--- src/rtl/rsp_pkg.sv ---
// Shared constants and types for the ray-sphere nearest pick unit.
`timescale 1ns / 1ps
`default_nettype none
package rsp_pkg;

  localparam int FRAC_BITS  = 16;
  localparam int CFG_IDX_W  = 3;
  localparam int CFG_DATA_W = 32;

  // Shared multiply-accumulate unit widths
  localparam int MUL_A_W = 36;
  localparam int MUL_B_W = 18;
  localparam int ACC_W   = 76;

  // Square root unit widths
  localparam int RAD_W  = 72;
  localparam int ROOT_W = RAD_W / 2;

  // Divider widths: quotient magnitude never exceeds 2^FRAC_BITS
  localparam int QUO_W  = FRAC_BITS + 1;
  localparam int DVS_W  = 32;
  localparam int DVD_W  = DVS_W + FRAC_BITS;

  localparam logic [30:0] RADIUS_FLOOR   = 31'((64'd1 << FRAC_BITS) / 1000);
  localparam logic [30:0] RADIUS_DEFAULT = 31'(((64'd6 << FRAC_BITS) + 64'd5) / 10);
  localparam logic [30:0] RADIUS_RESET   = 31'd39322;
  localparam logic [31:0] DIR_Z_RESET    = 32'd65536;

  typedef enum logic [CFG_IDX_W-1:0] {
    REG_ORIGIN_X    = 3'd0,
    REG_ORIGIN_Y    = 3'd1,
    REG_ORIGIN_Z    = 3'd2,
    REG_DIR_X       = 3'd3,
    REG_DIR_Y       = 3'd4,
    REG_DIR_Z       = 3'd5,
    REG_PICK_RADIUS = 3'd6,
    REG_PICK_ENABLE = 3'd7
  } reg_idx_e;

  typedef struct packed {
    logic en;   // update the accumulator
    logic clr;  // start from zero
    logic neg;  // subtract the product
    logic sh;   // product weighted by 2^MUL_B_W
  } mac_ctl_t;

endpackage
`default_nettype wire

--- src/rtl/rsp_if.sv ---
// Entity and result channel interfaces.
`timescale 1ns / 1ps
`default_nettype none
interface rsp_ent_if;
  logic               valid;
  logic               ready;
  logic               entity_valid;
  logic [31:0]        entity_id;
  logic signed [31:0] center_x;
  logic signed [31:0] center_y;
  logic signed [31:0] center_z;
  logic               last_entity;

  modport source (output valid, entity_valid, entity_id, center_x, center_y, center_z,
                  last_entity, input ready);
  modport sink (input valid, entity_valid, entity_id, center_x, center_y, center_z,
                last_entity, output ready);
endinterface

interface rsp_res_if;
  logic               valid;
  logic               ready;
  logic               hit;
  logic [31:0]        hit_id;
  logic [30:0]        hit_distance;
  logic signed [31:0] hit_x;
  logic signed [31:0] hit_y;
  logic signed [31:0] hit_z;

  modport source (output valid, hit, hit_id, hit_distance, hit_x, hit_y, hit_z,
                  input ready);
  modport sink (input valid, hit, hit_id, hit_distance, hit_x, hit_y, hit_z,
                output ready);
endinterface
`default_nettype wire

--- src/rtl/rsp_mac.sv ---
// Shared multiply-accumulate unit: acc = acc +/- (a * b) << {0 | 18}.
`timescale 1ns / 1ps
`default_nettype none
module rsp_mac (
  input  wire                                    clk_i,
  input  wire rsp_pkg::mac_ctl_t                 ctl_i,
  input  wire [rsp_pkg::MUL_A_W-1:0]             a_i,
  input  wire [rsp_pkg::MUL_B_W-1:0]             b_i,
  output logic signed [rsp_pkg::ACC_W-1:0]       acc_o
);

  localparam int PW = rsp_pkg::MUL_A_W + rsp_pkg::MUL_B_W;

  logic [PW-1:0]                          prod;
  logic [rsp_pkg::ACC_W-1:0]              term;
  logic signed [rsp_pkg::ACC_W-1:0]       base, acc_d, acc_q;

  always_comb begin
    prod  = a_i * b_i;
    term  = ctl_i.sh ? (rsp_pkg::ACC_W'(prod) << rsp_pkg::MUL_B_W) : rsp_pkg::ACC_W'(prod);
    base  = ctl_i.clr ? '0 : acc_q;
    acc_d = ctl_i.neg ? base - $signed(term) : base + $signed(term);
  end

  always_ff @(posedge clk_i) begin
    if (ctl_i.en) begin
      acc_q <= acc_d;
    end
  end

  assign acc_o = acc_q;

endmodule
`default_nettype wire

--- src/rtl/rsp_sqrt.sv ---
// Iterative integer square root, two radicand bits per cycle.
`timescale 1ns / 1ps
`default_nettype none
module rsp_sqrt (
  input  wire                          clk_i,
  input  wire                          rst_ni,
  input  wire                          start_i,
  input  wire [rsp_pkg::RAD_W-1:0]     rad_i,
  output logic                         busy_o,
  output logic                         done_o,
  output logic [rsp_pkg::ROOT_W-1:0]   root_o
);

  localparam int RW  = rsp_pkg::ROOT_W + 2;
  localparam int CW  = $clog2(rsp_pkg::ROOT_W);

  logic [rsp_pkg::RAD_W-1:0]  rad_q;
  logic [RW-1:0]              rem_q;
  logic [rsp_pkg::ROOT_W-1:0] root_q;
  logic [CW-1:0]              cnt_q;
  logic                       busy_q, done_q;
  logic [RW+1:0]              rem_sh, trial;
  logic                       ge;

  always_comb begin
    rem_sh = {rem_q, rad_q[rsp_pkg::RAD_W-1 -: 2]};
    trial  = {2'b00, root_q, 2'b01};
    ge     = rem_sh >= trial;
  end

  always_ff @(posedge clk_i or negedge rst_ni) begin
    if (!rst_ni) begin
      busy_q <= 1'b0;
      done_q <= 1'b0;
      cnt_q  <= '0;
    end else begin
      done_q <= 1'b0;
      if (start_i) begin
        busy_q <= 1'b1;
        cnt_q  <= CW'(rsp_pkg::ROOT_W - 1);
      end else if (busy_q) begin
        cnt_q <= cnt_q - 1'b1;
        if (cnt_q == '0) begin
          busy_q <= 1'b0;
          done_q <= 1'b1;
        end
      end
    end
  end

  always_ff @(posedge clk_i) begin
    if (start_i) begin
      rad_q  <= rad_i;
      rem_q  <= '0;
      root_q <= '0;
    end else if (busy_q) begin
      rad_q  <= rad_q << 2;
      rem_q  <= RW'(ge ? rem_sh - trial : rem_sh);
      root_q <= {root_q[rsp_pkg::ROOT_W-2:0], ge};
    end
  end

  assign busy_o = busy_q;
  assign done_o = done_q;
  assign root_o = root_q;

endmodule
`default_nettype wire

--- src/rtl/rsp_div.sv ---
// Restoring divider for direction normalization, one quotient bit per cycle.
`timescale 1ns / 1ps
`default_nettype none
module rsp_div (
  input  wire                         clk_i,
  input  wire                         rst_ni,
  input  wire                         start_i,
  input  wire [rsp_pkg::DVD_W-1:0]    dividend_i,
  input  wire [rsp_pkg::DVS_W-1:0]    divisor_i,
  output logic                        busy_o,
  output logic                        done_o,
  output logic [rsp_pkg::QUO_W-1:0]   quot_o
);

  localparam int CW = $clog2(rsp_pkg::QUO_W);
  localparam int SW = rsp_pkg::DVD_W + 1;

  logic [rsp_pkg::DVD_W-1:0] rem_q;
  logic [SW-1:0]             dvs_q;
  logic [rsp_pkg::QUO_W-1:0] quo_q;
  logic [CW-1:0]             cnt_q;
  logic                      busy_q, done_q;
  logic                      ge;

  assign ge = {1'b0, rem_q} >= dvs_q;

  always_ff @(posedge clk_i or negedge rst_ni) begin
    if (!rst_ni) begin
      busy_q <= 1'b0;
      done_q <= 1'b0;
      cnt_q  <= '0;
    end else begin
      done_q <= 1'b0;
      if (start_i) begin
        busy_q <= 1'b1;
        cnt_q  <= CW'(rsp_pkg::QUO_W - 1);
      end else if (busy_q) begin
        cnt_q <= cnt_q - 1'b1;
        if (cnt_q == '0) begin
          busy_q <= 1'b0;
          done_q <= 1'b1;
        end
      end
    end
  end

  always_ff @(posedge clk_i) begin
    if (start_i) begin
      rem_q <= dividend_i;
      dvs_q <= SW'(divisor_i) << (rsp_pkg::QUO_W - 1);
      quo_q <= '0;
    end else if (busy_q) begin
      if (ge) begin
        rem_q <= rem_q - rsp_pkg::DVD_W'(dvs_q);
      end
      dvs_q <= dvs_q >> 1;
      quo_q <= {quo_q[rsp_pkg::QUO_W-2:0], ge};
    end
  end

  assign busy_o = busy_q;
  assign done_o = done_q;
  assign quot_o = quo_q;

endmodule
`default_nettype wire

--- src/rtl/ray_sphere_nearest_pick_unit.sv ---
// Top level: configuration, pick sequencer and result register.
//
//  channel  | dir | members
//  ---------+-----+-------------------------------------------------------------
//  ent_i    | in  | valid/ready, entity_valid, entity_id, center_x/y/z, last_entity
//  res_o    | out | valid/ready, hit, hit_id, hit_distance, hit_x/y/z
//  cfg_*_i  | in  | cfg_we_i, cfg_idx_i, cfg_data_i (write only)
//
// First beat of a run: normalizes the direction (6 MAC steps, root launch and wait on
// the root, then three divides when the direction is nonzero).
// Valid entity: 13 passes through the shared multiply-accumulate unit, then a wait on the shared
// square root unless the discriminant is negative. Skipped entity: no arithmetic.
// Last beat adds an emit step, preceded with a hit by the hit point, one axis at a time.
// Reset leaves the unit idle.
// ent_i.ready is high only while idle; a pending result stalls only at the next emit.
`timescale 1ns / 1ps
`default_nettype none
module ray_sphere_nearest_pick_unit (
  input  wire                                 clk_i,
  input  wire                                 rst_ni,
  input  wire                                 cfg_we_i,
  input  wire [rsp_pkg::CFG_IDX_W-1:0]        cfg_idx_i,
  input  wire [rsp_pkg::CFG_DATA_W-1:0]       cfg_data_i,
  rsp_ent_if.sink                             ent_i,
  rsp_res_if.source                           res_o
);

  typedef enum logic [4:0] {
    ST_IDLE, ST_DSQ, ST_LSQ, ST_LWAIT, ST_DIVGO, ST_DIVW, ST_ENT, ST_H, ST_HFIN,
    ST_DISC, ST_DFIN, ST_SWAIT, ST_TSEL, ST_NEXT, ST_HP, ST_HPFIN, ST_EMIT
  } state_e;

  localparam int F = rsp_pkg::FRAC_BITS;
  localparam int A = rsp_pkg::MUL_A_W;
  localparam int B = rsp_pkg::MUL_B_W;
  localparam int U = rsp_pkg::QUO_W;

  // configuration
  logic signed [31:0] origin_q [3];
  logic signed [31:0] dir_q    [3];
  logic [30:0]        radius_q;
  logic               enable_q;

  // held entity
  logic               it_valid_q, it_last_q;
  logic [31:0]        it_id_q;
  logic signed [31:0] center_q [3];

  // run state
  logic signed [U:0]  unit_q [3];
  logic               dir_ok_q, run_started_q, found_q;
  logic [31:0]        best_dist_q, best_id_q, len_q;
  logic signed [32:0] oc_q [3];
  logic [34:0]        h_mag_q;
  logic               h_neg_q;
  logic signed [31:0] hp_q [3];
  logic [3:0]         step_q;
  state_e             state_q;

  // result register
  logic               out_valid_q, out_hit_q;
  logic [31:0]        out_id_q;
  logic [30:0]        out_dist_q;
  logic signed [31:0] out_x_q, out_y_q, out_z_q;

  // shared units
  rsp_pkg::mac_ctl_t                 mac_ctl;
  logic [A-1:0]                      mac_a;
  logic [B-1:0]                      mac_b;
  logic signed [rsp_pkg::ACC_W-1:0]  acc;
  logic [rsp_pkg::ACC_W-1:0]         acc_mag;
  logic                              sq_start, sq_busy, sq_done;
  logic [rsp_pkg::RAD_W-1:0]         sq_rad;
  logic [rsp_pkg::ROOT_W-1:0]        sq_root;
  logic                              dv_start, dv_busy, dv_done;
  logic [U-1:0]                      dv_quot;

  logic [30:0]        r_eff;
  logic [1:0]         ax, dax;
  logic signed [37:0] nh, sv, t0, t1, tsel;
  logic               t_ok;
  logic [31:0]        tclamp;
  logic [31:0]        hq_mag;
  logic signed [33:0] psum;
  logic signed [31:0] psat;
  logic               emit_go, hit_now;

  function automatic logic [31:0] mag32(input logic signed [31:0] v);
    return v[31] ? 32'(-v) : 32'(v);
  endfunction

  function automatic logic [32:0] mag33(input logic signed [32:0] v);
    return v[32] ? 33'(-v) : 33'(v);
  endfunction

  function automatic logic [U-1:0] umag(input logic signed [U:0] v);
    return v[U] ? U'(-v) : U'(v);
  endfunction

  rsp_mac u_mac (
    .clk_i (clk_i),
    .ctl_i (mac_ctl),
    .a_i   (mac_a),
    .b_i   (mac_b),
    .acc_o (acc)
  );

  rsp_sqrt u_sqrt (
    .clk_i   (clk_i),
    .rst_ni  (rst_ni),
    .start_i (sq_start),
    .rad_i   (sq_rad),
    .busy_o  (sq_busy),
    .done_o  (sq_done),
    .root_o  (sq_root)
  );

  rsp_div u_div (
    .clk_i      (clk_i),
    .rst_ni     (rst_ni),
    .start_i    (dv_start),
    .dividend_i ({mag32(dir_q[ax]), F'(0)}),
    .divisor_i  (len_q),
    .busy_o     (dv_busy),
    .done_o     (dv_done),
    .quot_o     (dv_quot)
  );

  always_comb begin
    r_eff   = (radius_q <= rsp_pkg::RADIUS_FLOOR) ? rsp_pkg::RADIUS_DEFAULT : radius_q;
    ax      = step_q[1:0];
    acc_mag = acc[rsp_pkg::ACC_W-1] ? rsp_pkg::ACC_W'(-acc) : rsp_pkg::ACC_W'(acc);

    if (step_q[3:1] == 3'd2) begin
      dax = 2'd0;
    end else if (step_q[3:1] == 3'd3) begin
      dax = 2'd1;
    end else begin
      dax = 2'd2;
    end

    mac_ctl = '0;
    mac_a   = '0;
    mac_b   = '0;
    case (state_q)
      ST_DSQ: begin
        mac_ctl.en  = 1'b1;
        mac_ctl.clr = (step_q == 4'd0);
        mac_ctl.sh  = step_q[0];
        mac_a       = A'(mag32(dir_q[step_q[2:1]]));
        mac_b       = step_q[0] ? B'(mag32(dir_q[step_q[2:1]]) >> B)
                                : B'(mag32(dir_q[step_q[2:1]]));
      end
      ST_H: begin
        mac_ctl.en  = 1'b1;
        mac_ctl.clr = (step_q == 4'd0);
        mac_ctl.neg = oc_q[ax][32] ^ unit_q[ax][U];
        mac_a       = A'(mag33(oc_q[ax]));
        mac_b       = B'(umag(unit_q[ax]));
      end
      ST_DISC: begin
        mac_ctl.en  = 1'b1;
        mac_ctl.clr = (step_q == 4'd0);
        mac_ctl.sh  = step_q[0];
        if (step_q < 4'd2) begin
          mac_a = A'(h_mag_q);
          mac_b = step_q[0] ? B'(h_mag_q >> B) : h_mag_q[B-1:0];
        end else if (step_q < 4'd4) begin
          mac_a = A'(r_eff);
          mac_b = step_q[0] ? B'(r_eff >> B) : r_eff[B-1:0];
        end else begin
          mac_ctl.neg = 1'b1;
          mac_a       = A'(mag33(oc_q[dax]));
          mac_b       = step_q[0] ? B'(mag33(oc_q[dax]) >> B) : B'(mag33(oc_q[dax]));
        end
      end
      ST_HP: begin
        mac_ctl.en  = 1'b1;
        mac_ctl.clr = 1'b1;
        mac_ctl.neg = unit_q[ax][U];
        mac_a       = A'(best_dist_q[30:0]);
        mac_b       = B'(umag(unit_q[ax]));
      end
      default: begin
        mac_ctl = '0;
      end
    endcase

    sq_start = 1'b0;
    sq_rad   = rsp_pkg::RAD_W'(acc_mag);
    if (state_q == ST_LSQ) begin
      sq_start = 1'b1;
    end else if (state_q == ST_DFIN && !acc[rsp_pkg::ACC_W-1]) begin
      sq_start = 1'b1;
    end
    dv_start = (state_q == ST_DIVGO);

    // nearer non-negative root, clamped to 31 bits
    nh     = h_neg_q ? $signed({3'b000, h_mag_q}) : -$signed({3'b000, h_mag_q});
    sv     = $signed({2'b00, sq_root});
    t0     = nh - sv;
    t1     = nh + sv;
    t_ok   = !t0[37] || !t1[37];
    tsel   = !t0[37] ? t0 : t1;
    tclamp = (tsel > 38'sd2147483647) ? 32'h7FFF_FFFF : 32'(tsel);

    // hit point: origin + trunc(unit * t / 2^F), saturated
    hq_mag = 32'(acc_mag >> F);
    psum   = 34'(origin_q[ax]) + (acc[rsp_pkg::ACC_W-1] ? -$signed({2'b00, hq_mag})
                                                       : $signed({2'b00, hq_mag}));
    if (psum > 34'sd2147483647) begin
      psat = 32'sh7FFF_FFFF;
    end else if (psum < -34'sd2147483648) begin
      psat = 32'sh8000_0000;
    end else begin
      psat = 32'(psum);
    end

    emit_go = (state_q == ST_EMIT) && (!out_valid_q || res_o.ready);
    hit_now = found_q && dir_ok_q && enable_q;
  end

  // configuration registers
  always_ff @(posedge clk_i or negedge rst_ni) begin
    if (!rst_ni) begin
      origin_q[0] <= '0;
      origin_q[1] <= '0;
      origin_q[2] <= '0;
      dir_q[0]    <= '0;
      dir_q[1]    <= '0;
      dir_q[2]    <= $signed(rsp_pkg::DIR_Z_RESET);
      radius_q    <= rsp_pkg::RADIUS_RESET;
      enable_q    <= 1'b1;
    end else if (cfg_we_i) begin
      case (rsp_pkg::reg_idx_e'(cfg_idx_i))
        rsp_pkg::REG_ORIGIN_X:    origin_q[0] <= $signed(cfg_data_i);
        rsp_pkg::REG_ORIGIN_Y:    origin_q[1] <= $signed(cfg_data_i);
        rsp_pkg::REG_ORIGIN_Z:    origin_q[2] <= $signed(cfg_data_i);
        rsp_pkg::REG_DIR_X:       dir_q[0]    <= $signed(cfg_data_i);
        rsp_pkg::REG_DIR_Y:       dir_q[1]    <= $signed(cfg_data_i);
        rsp_pkg::REG_DIR_Z:       dir_q[2]    <= $signed(cfg_data_i);
        rsp_pkg::REG_PICK_RADIUS: radius_q    <= cfg_data_i[30:0];
        rsp_pkg::REG_PICK_ENABLE: enable_q    <= cfg_data_i[0];
        default:                  enable_q    <= enable_q;
      endcase
    end
  end

  // payload registers
  always_ff @(posedge clk_i) begin
    if (state_q == ST_IDLE && ent_i.valid) begin
      it_valid_q  <= ent_i.entity_valid;
      it_last_q   <= ent_i.last_entity;
      it_id_q     <= ent_i.entity_id;
      center_q[0] <= ent_i.center_x;
      center_q[1] <= ent_i.center_y;
      center_q[2] <= ent_i.center_z;
    end
    if (state_q == ST_LWAIT && sq_done) begin
      len_q <= sq_root[31:0];
    end
    if (state_q == ST_ENT) begin
      oc_q[0] <= 33'(origin_q[0]) - 33'(center_q[0]);
      oc_q[1] <= 33'(origin_q[1]) - 33'(center_q[1]);
      oc_q[2] <= 33'(origin_q[2]) - 33'(center_q[2]);
    end
    if (state_q == ST_HFIN) begin
      h_mag_q <= 35'(acc_mag >> F);
      h_neg_q <= acc[rsp_pkg::ACC_W-1];
    end
    if (state_q == ST_HPFIN) begin
      hp_q[ax] <= psat;
    end
    if (emit_go) begin
      out_hit_q  <= hit_now;
      out_id_q   <= hit_now ? best_id_q : '0;
      out_dist_q <= hit_now ? best_dist_q[30:0] : '0;
      out_x_q    <= hit_now ? hp_q[0] : '0;
      out_y_q    <= hit_now ? hp_q[1] : '0;
      out_z_q    <= hit_now ? hp_q[2] : '0;
    end
  end

  // sequencer
  always_ff @(posedge clk_i or negedge rst_ni) begin
    if (!rst_ni) begin
      state_q       <= ST_IDLE;
      step_q        <= '0;
      unit_q[0]     <= '0;
      unit_q[1]     <= '0;
      unit_q[2]     <= '0;
      dir_ok_q      <= 1'b0;
      run_started_q <= 1'b0;
      found_q       <= 1'b0;
      best_dist_q   <= '1;
      best_id_q     <= '0;
      out_valid_q   <= 1'b0;
    end else begin
      if (emit_go) begin
        out_valid_q <= 1'b1;
      end else if (res_o.ready) begin
        out_valid_q <= 1'b0;
      end
      case (state_q)
        ST_IDLE: begin
          step_q <= '0;
          if (ent_i.valid) begin
            state_q <= run_started_q ? ST_ENT : ST_DSQ;
          end
        end
        ST_DSQ: begin
          step_q <= step_q + 1'b1;
          if (step_q == 4'd5) begin
            state_q <= ST_LSQ;
          end
        end
        ST_LSQ: begin
          dir_ok_q <= (acc != '0);
          state_q  <= ST_LWAIT;
        end
        ST_LWAIT: begin
          step_q <= '0;
          if (sq_done) begin
            if (dir_ok_q) begin
              state_q <= ST_DIVGO;
            end else begin
              run_started_q <= 1'b1;
              state_q       <= ST_ENT;
            end
          end
        end
        ST_DIVGO: begin
          state_q <= ST_DIVW;
        end
        ST_DIVW: begin
          if (dv_done) begin
            unit_q[ax] <= dir_q[ax][31] ? -$signed({1'b0, dv_quot}) : $signed({1'b0, dv_quot});
            step_q     <= step_q + 1'b1;
            if (step_q == 4'd2) begin
              run_started_q <= 1'b1;
              state_q       <= ST_ENT;
            end else begin
              state_q <= ST_DIVGO;
            end
          end
        end
        ST_ENT: begin
          step_q  <= '0;
          state_q <= (it_valid_q && dir_ok_q) ? ST_H : ST_NEXT;
        end
        ST_H: begin
          step_q <= step_q + 1'b1;
          if (step_q == 4'd2) begin
            state_q <= ST_HFIN;
          end
        end
        ST_HFIN: begin
          step_q  <= '0;
          state_q <= ST_DISC;
        end
        ST_DISC: begin
          step_q <= step_q + 1'b1;
          if (step_q == 4'd9) begin
            state_q <= ST_DFIN;
          end
        end
        ST_DFIN: begin
          // negative discriminant: miss
          state_q <= acc[rsp_pkg::ACC_W-1] ? ST_NEXT : ST_SWAIT;
        end
        ST_SWAIT: begin
          if (sq_done) begin
            state_q <= ST_TSEL;
          end
        end
        ST_TSEL: begin
          if (t_ok && tclamp < best_dist_q) begin
            best_dist_q <= tclamp;
            best_id_q   <= it_id_q;
            found_q     <= 1'b1;
          end
          state_q <= ST_NEXT;
        end
        ST_NEXT: begin
          step_q <= '0;
          if (!it_last_q) begin
            state_q <= ST_IDLE;
          end else if (hit_now) begin
            state_q <= ST_HP;
          end else begin
            state_q <= ST_EMIT;
          end
        end
        ST_HP: begin
          state_q <= ST_HPFIN;
        end
        ST_HPFIN: begin
          step_q  <= step_q + 1'b1;
          state_q <= (step_q == 4'd2) ? ST_EMIT : ST_HP;
        end
        ST_EMIT: begin
          if (emit_go) begin
            run_started_q <= 1'b0;
            dir_ok_q      <= 1'b0;
            found_q       <= 1'b0;
            best_dist_q   <= '1;
            best_id_q     <= '0;
            unit_q[0]     <= '0;
            unit_q[1]     <= '0;
            unit_q[2]     <= '0;
            state_q       <= ST_IDLE;
          end
        end
        default: begin
          state_q <= ST_IDLE;
        end
      endcase
    end
  end

  assign ent_i.ready        = (state_q == ST_IDLE);
  assign res_o.valid        = out_valid_q;
  assign res_o.hit          = out_hit_q;
  assign res_o.hit_id       = out_id_q;
  assign res_o.hit_distance = out_dist_q;
  assign res_o.hit_x        = out_x_q;
  assign res_o.hit_y        = out_y_q;
  assign res_o.hit_z        = out_z_q;

  // a stored hit distance is always clamped to 31 bits
  assert property (@(posedge clk_i) disable iff (!rst_ni)
    found_q |-> !best_dist_q[31])
    else $error("best distance above 31 bits with a hit recorded");

  // an idle unit between runs carries no run state
  assert property (@(posedge clk_i) disable iff (!rst_ni)
    (state_q == ST_IDLE && !run_started_q) |-> (!dir_ok_q && !found_q))
    else $error("run state left over after a run closed");

  // a no-hit result carries zero fields
  assert property (@(posedge clk_i) disable iff (!rst_ni)
    (res_o.valid && !res_o.hit) |-> (res_o.hit_id == '0 && res_o.hit_distance == '0 &&
                                     res_o.hit_x == '0 && res_o.hit_y == '0 &&
                                     res_o.hit_z == '0))
    else $error("no-hit result with nonzero fields");

  // shared units are quiet whenever a new beat can be taken
  assert property (@(posedge clk_i) disable iff (!rst_ni)
    ent_i.ready |-> (!sq_busy && !dv_busy))
    else $error("entity taken while an iterative unit is busy");

endmodule
`default_nettype wire
--- src/flat_wrapper.sv ---
// flat-port wrapper written by rule: the top's interface ports become plain ports
module ray_sphere_nearest_pick_unit_flat 
  (clk_i, rst_ni, cfg_we_i, cfg_idx_i, cfg_data_i, ent_i_valid, ent_i_entity_valid, ent_i_entity_id, ent_i_center_x, ent_i_center_y, ent_i_center_z, ent_i_last_entity, ent_i_ready, res_o_valid, res_o_hit, res_o_hit_id, res_o_hit_distance, res_o_hit_x, res_o_hit_y, res_o_hit_z, res_o_ready);
  rsp_ent_if ent_i_i ();
  rsp_res_if res_o_i ();
  input  wire clk_i;
  input  wire rst_ni;
  input  wire cfg_we_i;
  input  wire [rsp_pkg::CFG_IDX_W-1:0] cfg_idx_i;
  input  wire [rsp_pkg::CFG_DATA_W-1:0] cfg_data_i;
  input wire logic [$bits(ent_i_i.valid)-1:0] ent_i_valid;
  input wire logic [$bits(ent_i_i.entity_valid)-1:0] ent_i_entity_valid;
  input wire logic [$bits(ent_i_i.entity_id)-1:0] ent_i_entity_id;
  input wire logic [$bits(ent_i_i.center_x)-1:0] ent_i_center_x;
  input wire logic [$bits(ent_i_i.center_y)-1:0] ent_i_center_y;
  input wire logic [$bits(ent_i_i.center_z)-1:0] ent_i_center_z;
  input wire logic [$bits(ent_i_i.last_entity)-1:0] ent_i_last_entity;
  output wire logic [$bits(ent_i_i.ready)-1:0] ent_i_ready;
  output wire logic [$bits(res_o_i.valid)-1:0] res_o_valid;
  output wire logic [$bits(res_o_i.hit)-1:0] res_o_hit;
  output wire logic [$bits(res_o_i.hit_id)-1:0] res_o_hit_id;
  output wire logic [$bits(res_o_i.hit_distance)-1:0] res_o_hit_distance;
  output wire logic [$bits(res_o_i.hit_x)-1:0] res_o_hit_x;
  output wire logic [$bits(res_o_i.hit_y)-1:0] res_o_hit_y;
  output wire logic [$bits(res_o_i.hit_z)-1:0] res_o_hit_z;
  input wire logic [$bits(res_o_i.ready)-1:0] res_o_ready;
  assign ent_i_i.valid = ent_i_valid;
  assign ent_i_i.entity_valid = ent_i_entity_valid;
  assign ent_i_i.entity_id = ent_i_entity_id;
  assign ent_i_i.center_x = ent_i_center_x;
  assign ent_i_i.center_y = ent_i_center_y;
  assign ent_i_i.center_z = ent_i_center_z;
  assign ent_i_i.last_entity = ent_i_last_entity;
  assign ent_i_ready = ent_i_i.ready;
  assign res_o_valid = res_o_i.valid;
  assign res_o_hit = res_o_i.hit;
  assign res_o_hit_id = res_o_i.hit_id;
  assign res_o_hit_distance = res_o_i.hit_distance;
  assign res_o_hit_x = res_o_i.hit_x;
  assign res_o_hit_y = res_o_i.hit_y;
  assign res_o_hit_z = res_o_i.hit_z;
  assign res_o_i.ready = res_o_ready;
  ray_sphere_nearest_pick_unit u_core (.clk_i(clk_i), .rst_ni(rst_ni), .cfg_we_i(cfg_we_i), .cfg_idx_i(cfg_idx_i), .cfg_data_i(cfg_data_i), .ent_i(ent_i_i), .res_o(res_o_i));
endmodule
--- config.mk ---
export PLATFORM = sky130hd
export DESIGN_NAME = ray_sphere_nearest_pick_unit_flat
export DESIGN_NICKNAME = d
export VERILOG_FILES = /design/src/rtl/rsp_pkg.sv /design/src/rtl/rsp_if.sv /design/src/rtl/rsp_mac.sv /design/src/rtl/rsp_sqrt.sv /design/src/rtl/rsp_div.sv /design/src/rtl/ray_sphere_nearest_pick_unit.sv /design/src/flat_wrapper.sv
export SDC_FILE = /design/constraint.sdc
export NUM_CORES = 2
export LEC_CHECK = 0
export BUFFER_PORTS_ARGS = -buffer_cell sky130_fd_sc_hd__buf_2
export CORE_MARGIN = 4
export CORE_UTILIZATION = 69
export CTS_CLUSTER_SIZE = 8
export DETAILED_ROUTE_END_ITERATION = 10
export PLACE_DENSITY = 0.91
export SLEW_MARGIN = 20
export SYNTH_ARGS = -nofsm -noshare
export SYNTH_HDL_FRONTEND = slang
export SYNTH_SLANG_ARGS = --single-unit
--- constraint.sdc ---
create_clock -name clk_i -period 45.3 [get_ports clk_i]
set_input_delay 2.265 -clock clk_i [delete_from_list [all_inputs] [get_ports clk_i]]
set_output_delay 2.265 -clock clk_i [all_outputs]
set_load 0.01 [all_outputs]
Word level (Yosys, flattened, before mapping)
Memories as Yosys holds them, arrays and structs flattened. A register that Yosys moved wholly into a read port is not among the register bits.
Cells that the tools add are included.
W data, S select, Z words.
Word-level totals
  bits of input ports: 170
  memory bits (read-only): 0
  logic and storage cells: 297
  register bits: 871
  bits in latches: 0
  RAM bits: 291
  output and inout bits: 162
  memories: 3
Operators by class
  add/sub/neg operators: 22
  multiply operators: 1
  bitwise gates (word level): 3
  equality and inequality tests: 39
  reductions and logical operators: 54
  mux-type cells: 120
  divide/modulo/power cells: 0
  $lt $le $gt $ge: 12
  shift-type cells: 0
Memories
  u_core.oc_q: words 3, width 33, read ports 2, clocked after Yosys merged registers in 0, wr ports 3, RTL line ray_sphere_nearest_pick_unit.sv:53  | logic signed [32:0] oc_q [3];
  u_core.center_q: words 3, width 32, read ports 3, clocked after Yosys merged registers in 0, wr ports 3, RTL line ray_sphere_nearest_pick_unit.sv:47  | logic signed [31:0] center_q [3];
  u_core.hp_q: words 3, width 32, read ports 3, clocked after Yosys merged registers in 3, wr ports 1, RTL line ray_sphere_nearest_pick_unit.sv:56  | logic signed [31:0] hp_q [3];
Operator list (count)
  $mux W32: 15
  $mux W72: 4
  $mux W48: 5
  $bmux W32 S2: 3
  $mux W18: 10
  $mux W76: 2
  $pmux W36 S4: 1
  $pmux W32 S2: 2
  $mux W38: 3
  $mux W54: 2
  $pmux W54 S2: 1
  $mux W33: 3
  $sub A32 B32 Y33: 3
  $pmux W5 S17: 1
  $add A76 B73 Y76: 1
  $reduce_bool A76 Y1: 1
  $sub A76 B73 Y76: 1
  $neg A72 Y72: 1
  $neg A33 Y33: 2
  $mux W5: 13
  $neg A32 Y32: 2
  $bwmux W54: 1
  $mul A36 B18 Y54: 1
  $pmux W18 S3: 1
  70 further kinds: 172

Longest topological paths before layout
An unclocked memory read counts as a cell.
  depth after elaboration: 14
  depth in mapped cells: 65
  gate-level depth less buffers: 56

Modules after synthesis
Synthesis repeated with hierarchy kept, for this count alone.
Second synthesis, totals
  cell total of the unflattened synthesis: 11257
  area, all modules: 104398.9 sq um
By module, submodules not included
  ray_sphere_nearest_pick_unit: cells each 5591, times used 1, area each 56157.6 sq um, sequential area each 25542.0 sq um
  rsp_mac: cells each 3883, times used 1, area each 31652.9 sq um, sequential area each 2282.2 sq um
  rsp_sqrt: cells each 901, times used 1, area each 8857.2 sq um, sequential area each 3843.7 sq um
  rsp_div: cells each 882, times used 1, area each 7731.2 sq um, sequential area each 3238.1 sq um

Worst setup path after synthesis
OpenSTA, ideal clock, no wires.
  path type: reg-to-reg
  from: register u_core.step_q[1]
  to: register u_core.u_mac.acc_q (netlist bit u_core.u_mac.acc_o[75]), data pin
  slack: 30572 ps
  buffers on the path: 8
  arrival time: 14467 ps
  setup time: 261 ps
  required time: 45039 ps
  clock period less this slack: 14728 ps
  cell stages (with the launch flop): 56
  cells stage by stage: dfrtp_1 > buf_2 > buf_2 > buf_2 > buf_2 > buf_2 > buf_2 > mux2i_1 > a2bb2oi_1 > ha_1 > o211ai_1 > nor4_1 > nand2_1 > nor3_1 > nor2_1 > xnor2_1 > nor2_1 > a2111oi_0 > [... 20 more ...] > or3_1 > o31ai_1 > nand3_1 > nor4_1 > nand3_1 > o21ai_0 > a32oi_1 > ha_1 > a21o_1 > a211oi_1 > a21oi_1 > and3_1 > a221o_1 > a22o_1 > or2_2 > a21oi_1 > o21ai_0 > xnor2_1
On the way
  longest elaborated chain between the ends: 14
  elaborated cells between the ends (all ways): 43
  those cells by class: add/sub: 6; mul: 1; order compare: 2; eq/ne: 2; mux: 27; bitwise: 3; reduce/logical: 1; memory: 1
RTL lines
  start: declaration: RTL line ray_sphere_nearest_pick_unit.sv:57  | logic [3:0] step_q;
  start signal: assignment: RTL line ray_sphere_nearest_pick_unit.sv:312  | step_q <= step_q + 1'b1;
  start signal: assignment: RTL line ray_sphere_nearest_pick_unit.sv:338  | step_q <= step_q + 1'b1;
  start signal: assignment: RTL line ray_sphere_nearest_pick_unit.sv:352  | step_q <= step_q + 1'b1;
  $eq A3 B2 Y1: RTL line ray_sphere_nearest_pick_unit.sv:136  | end else if (step_q[3:1] == 3'd3) begin
  $mux W2: RTL line ray_sphere_nearest_pick_unit.sv:136
  $mux W2: RTL line ray_sphere_nearest_pick_unit.sv:134  | if (step_q[3:1] == 3'd2) begin
  $mem_v2 Z3 W33
  $neg A33 Y33: RTL line ray_sphere_nearest_pick_unit.sv:93  | return v[32] ? 33'(-v) : 33'(v);
  $mux W33: RTL line ray_sphere_nearest_pick_unit.sv:93
  $mux W18: RTL line ray_sphere_nearest_pick_unit.sv:174  | mac_b = step_q[0] ? B'(mag33(oc_q[dax]) >> B) : B'(mag33(oc_q[dax]));
  $mux W18: RTL line ray_sphere_nearest_pick_unit.sv:168  | end else if (step_q < 4'd4) begin
  $mux W18: RTL line ray_sphere_nearest_pick_unit.sv:165  | if (step_q < 4'd2) begin
  $pmux W18 S3: RTL line ray_sphere_nearest_pick_unit.sv:145  | case (state_q)
  $mul A36 B18 Y54: RTL line rsp_mac.sv:19  | prod = a_i * b_i;
  $mux W72: RTL line rsp_mac.sv:20  | term = ctl_i.sh ? (rsp_pkg::ACC_W'(prod) << rsp_pkg::MUL_B_W) : rsp_pkg::ACC_W'(prod);
  $add A76 B73 Y76 or $sub A76 B73 Y76 (tied branches): RTL line rsp_mac.sv:22  | acc_d = ctl_i.neg ? base - $signed(term) : base + $signed(term);
  $mux W76 (*): RTL line rsp_mac.sv:22
  via u_core.u_mac.acc_d, one bit: RTL line rsp_mac.sv:16  | logic signed [rsp_pkg::ACC_W-1:0] base, acc_d, acc_q;
  end signal: assignment: RTL line rsp_mac.sv:27  | acc_q <= acc_d;
  end: declaration: RTL line rsp_mac.sv:16
Mark *: on every way through the listed nets, which the timed path passes. The rest lies on a longest branch. The select of a mux whose other input is x is not followed.
A chain may end at the register's enable or synchronous reset.

Worst setup path after layout
Ends and elaborated chain as after synthesis.

==> results.ini <==
[setup_path]
worstSetupPathType=register to register
cp_data_arrival_time_ps=18020
cp_common_cell=fa_1
crit_path_start_kind=register
rr_worst_depth=48
endpoint_kind=register
cp_max_fo=58
reg2reg_slack_ps=27810
crit_path_top_delay_cell=nor3_2
worstPathRequired_ps=45830
critical_path.startpoint=u_core.step_q[1]$_DFFE_PN0P_
reg2reg_to=u_core.u_mac.acc_o[75]$_DFFE_PN_
reg2reg_from=u_core.step_q[1]$_DFFE_PN0P_
max_stage_delay_ps=910

[die]
initial_utilization=0.698
core_area_um2=144000
die_y_um=390
die-area_um2=152000
rows=139
die_w_um=390
io_pins=332

[detailed_routing]
drt-wirelength-per-cell_um=27.9
viasPerCell=6.91
dr.pass1.iters=9
routed_wl_mm=364
initialDrtViolationCount=13102
drcViolationCount=0
ant_nets=0
vias=90111

[sta]
tightest_slew_ps=1450
final.setup.tns_ps=0
rsz0062_at_grt=false
fmax_mhz=57.2
finalCritPeriodShare=0.386
slew_headroom=0.0243
layout_min_cycle_time_ps=17490
skew_ps=98.0
slew_violations=0
finalSetupViolations=0
hold_viol=0

[cts]
numCtsBuffers=178
cts_tree=done
path_clk_slew_ps=50
cts.sinks=1258
htreeDepth=4
cts_setup_buffers=0
cts-root-buf=clkbuf_16
clk_latency_ps=880
clock_path_buffers=3
cts_hold_buf=0
cts_resized=0

[final_layout]
final_area_um2=110000
layout_commonest_cell=nand2_1
post-route-util=0.760
area_delta_synth_final_pct=9.00
nets=12212
drive_gt1_frac=0.103
mostFrequentLayoutCells=nand2_1, inv_1, nor2_1, edfxtp_1, a21oi_1

[grt]
grt_max_degree=140
grt-ovfl-total=0
antenna_found_initial=53
grt_pass1_wl_mm=545
grt_pass1_vias=89117
track_usage=0.472

[placement]
hpwl_mm=264
routabilityCongestion=1.08
placed_area_um2=104000
port_buffers=331

[min_path]
whs_endpoint=u_core.best_id_q[9]$_DFFE_PN0P_
min_from=u_core.it_id_q[9]$_DFFE_PP_
min_path_cells=1
hold_class=register to register

[synth]
synth-seq-area-share=0.345
synthFlopType=edfxtp_1
synth-xor-area-share=0.0571
yosysUniqueCellTypes=98
synth.cell_area_um2=101000
synth-compound-area-share=0.146
ys_warn_count=0
synthAdderAreaFrac=0.174
synth-simple-area-share=0.156
synth_edf_count=765
synth_nets=12091
synth_top_family_by_area=adder cells
ys_seq_elements=1258
synthArstFlopShare=0.294
syn_area_per_cell_um2=9.28
syn-instance-count=10842
muxShareOfSynthArea=0.0623

[run_status]
outcome=finished clean

[flow_run]
cap_violations=0

==> Yosys cell counts (77+ instances only) <==
master       n  area share
and2_1     301       0.019
nand4_1     89      0.0055
nand2b_1   118      0.0073
fa_1       537        0.11
nor3_1     166      0.0083
xnor2_1    393       0.034
nand2_1   1133       0.042
nand3_1    209       0.010
o21ai_0    630       0.031
dfrtp_1    328       0.082
clkbuf_1   439       0.016
a21o_1     172       0.013
inv_1     1017       0.038
nor2b_1     77      0.0048
mux2i_1    331       0.033
xor2_1     261       0.023
nor2_1     958       0.036
edfxtp_1   765        0.23
a21oi_1    649       0.032
mux2_2     252       0.028
o31ai_1     78      0.0058
ha_1       542       0.067
dfxtp_1    123       0.024
==> worst max-delay path, delay by kind of cell, from the launching register on <==
kind / cells / cell delay, ps
compound gates: 17 / 4450
simple gates: 13 / 5290
mux: 1 / 260
flops: 1 / 880
buf+inv: 5 / 980
fa+ha+maj: 9 / 4200
xor+xnor: 3 / 1100
==> per-stage QoR <==
stage / hold slack [ps] / cells / setup WS (ps)
floorplan: 436 / 10842 / 30570
global placement: 443 / 12686 / 29080
detailed placement: 463 / 12686 / 28500
CTS: 466 / 12999 / 28400
global route: 479 / 13002 / 27130
finish: 467 / 13035 / 27810
==> final cells by class <==
cell class                 instances  area (um^2)
antenna                           36         90.1
clock buffer                     294         4970
clock inverter                    19          469
fill                            9247        34600
inverter                        1021         3840
multi-input combinational       8037        60400
sequential                      1258        34800
tap                             1903         2380
timing repair buffer             467         2720
==> kinds of logic (layout without fill, tap and decap cells) <==
group                    after synthesis  count (layout)
buffers and inverters               1547            1801
other                                  0              36
flip-flops                          1258            1258
adder cells (fa/ha/maj)             1080            1080
multiplexers                         588             588
XOR/XNOR                             655             655
AO/OA/AOI/OAI                       2321            2321
AND/OR/NAND/NOR                     3393            3393
==> state kept, by name, summed over array words and instances (netlist names), 31 cells and up <==
signal and flops:
u_core.best_id_q 32, u_core.u_div.rem_q 48, u_core.best_dist_q 32, u_core.unit_q 54
u_core.it_id_q 32, u_core.hp_q 96, u_core.u_sqrt.root_o 36, u_core.u_sqrt.rad_q 72
u_core.u_div.dvs_q 48, u_core.oc_q 99, u_core.dir_q 96, u_core.radius_q 31
u_core.res_o.hit_y 32, u_core.center_q 96, u_core.res_o.hit_z 32, u_core.h_mag_q 35
u_core.res_o.hit_id 32, u_core.res_o.hit_distance 31, u_core.len_q 32, u_core.u_mac.acc_o 76
u_core.res_o.hit_x 32, u_core.origin_q 96, u_core.u_sqrt.rem_q 38
==> worst max-delay path by stage <==
stage	endpoint	slack, ps	depth (start not counted)
floorplan	u_core.u_mac.acc_o[75]$_DFFE_PN_	30570	55
global placement	u_core.u_mac.acc_o[75]$_DFFE_PN_	29080	49
detailed placement	u_core.u_mac.acc_o[69]$_DFFE_PN_	28500	50
CTS	u_core.u_mac.acc_o[69]$_DFFE_PN_	28400	50
global route	u_core.u_mac.acc_o[69]$_DFFE_PN_	27130	50
finish	u_core.u_mac.acc_o[75]$_DFFE_PN_	27810	48
==> metal layers <==
metal	share of wire	track usage	vias to the layer above
met1	0.35	0.575	43240
li1	-	-	37800
met2	0.43	0.711	7168
met5	0.00064	0	-
met4	0.085	0.332	34
met3	0.14	0.155	1869
Power is not shown: default switching activity piles up to over one toggle a cycle in this logic, so the estimate is an artifact.
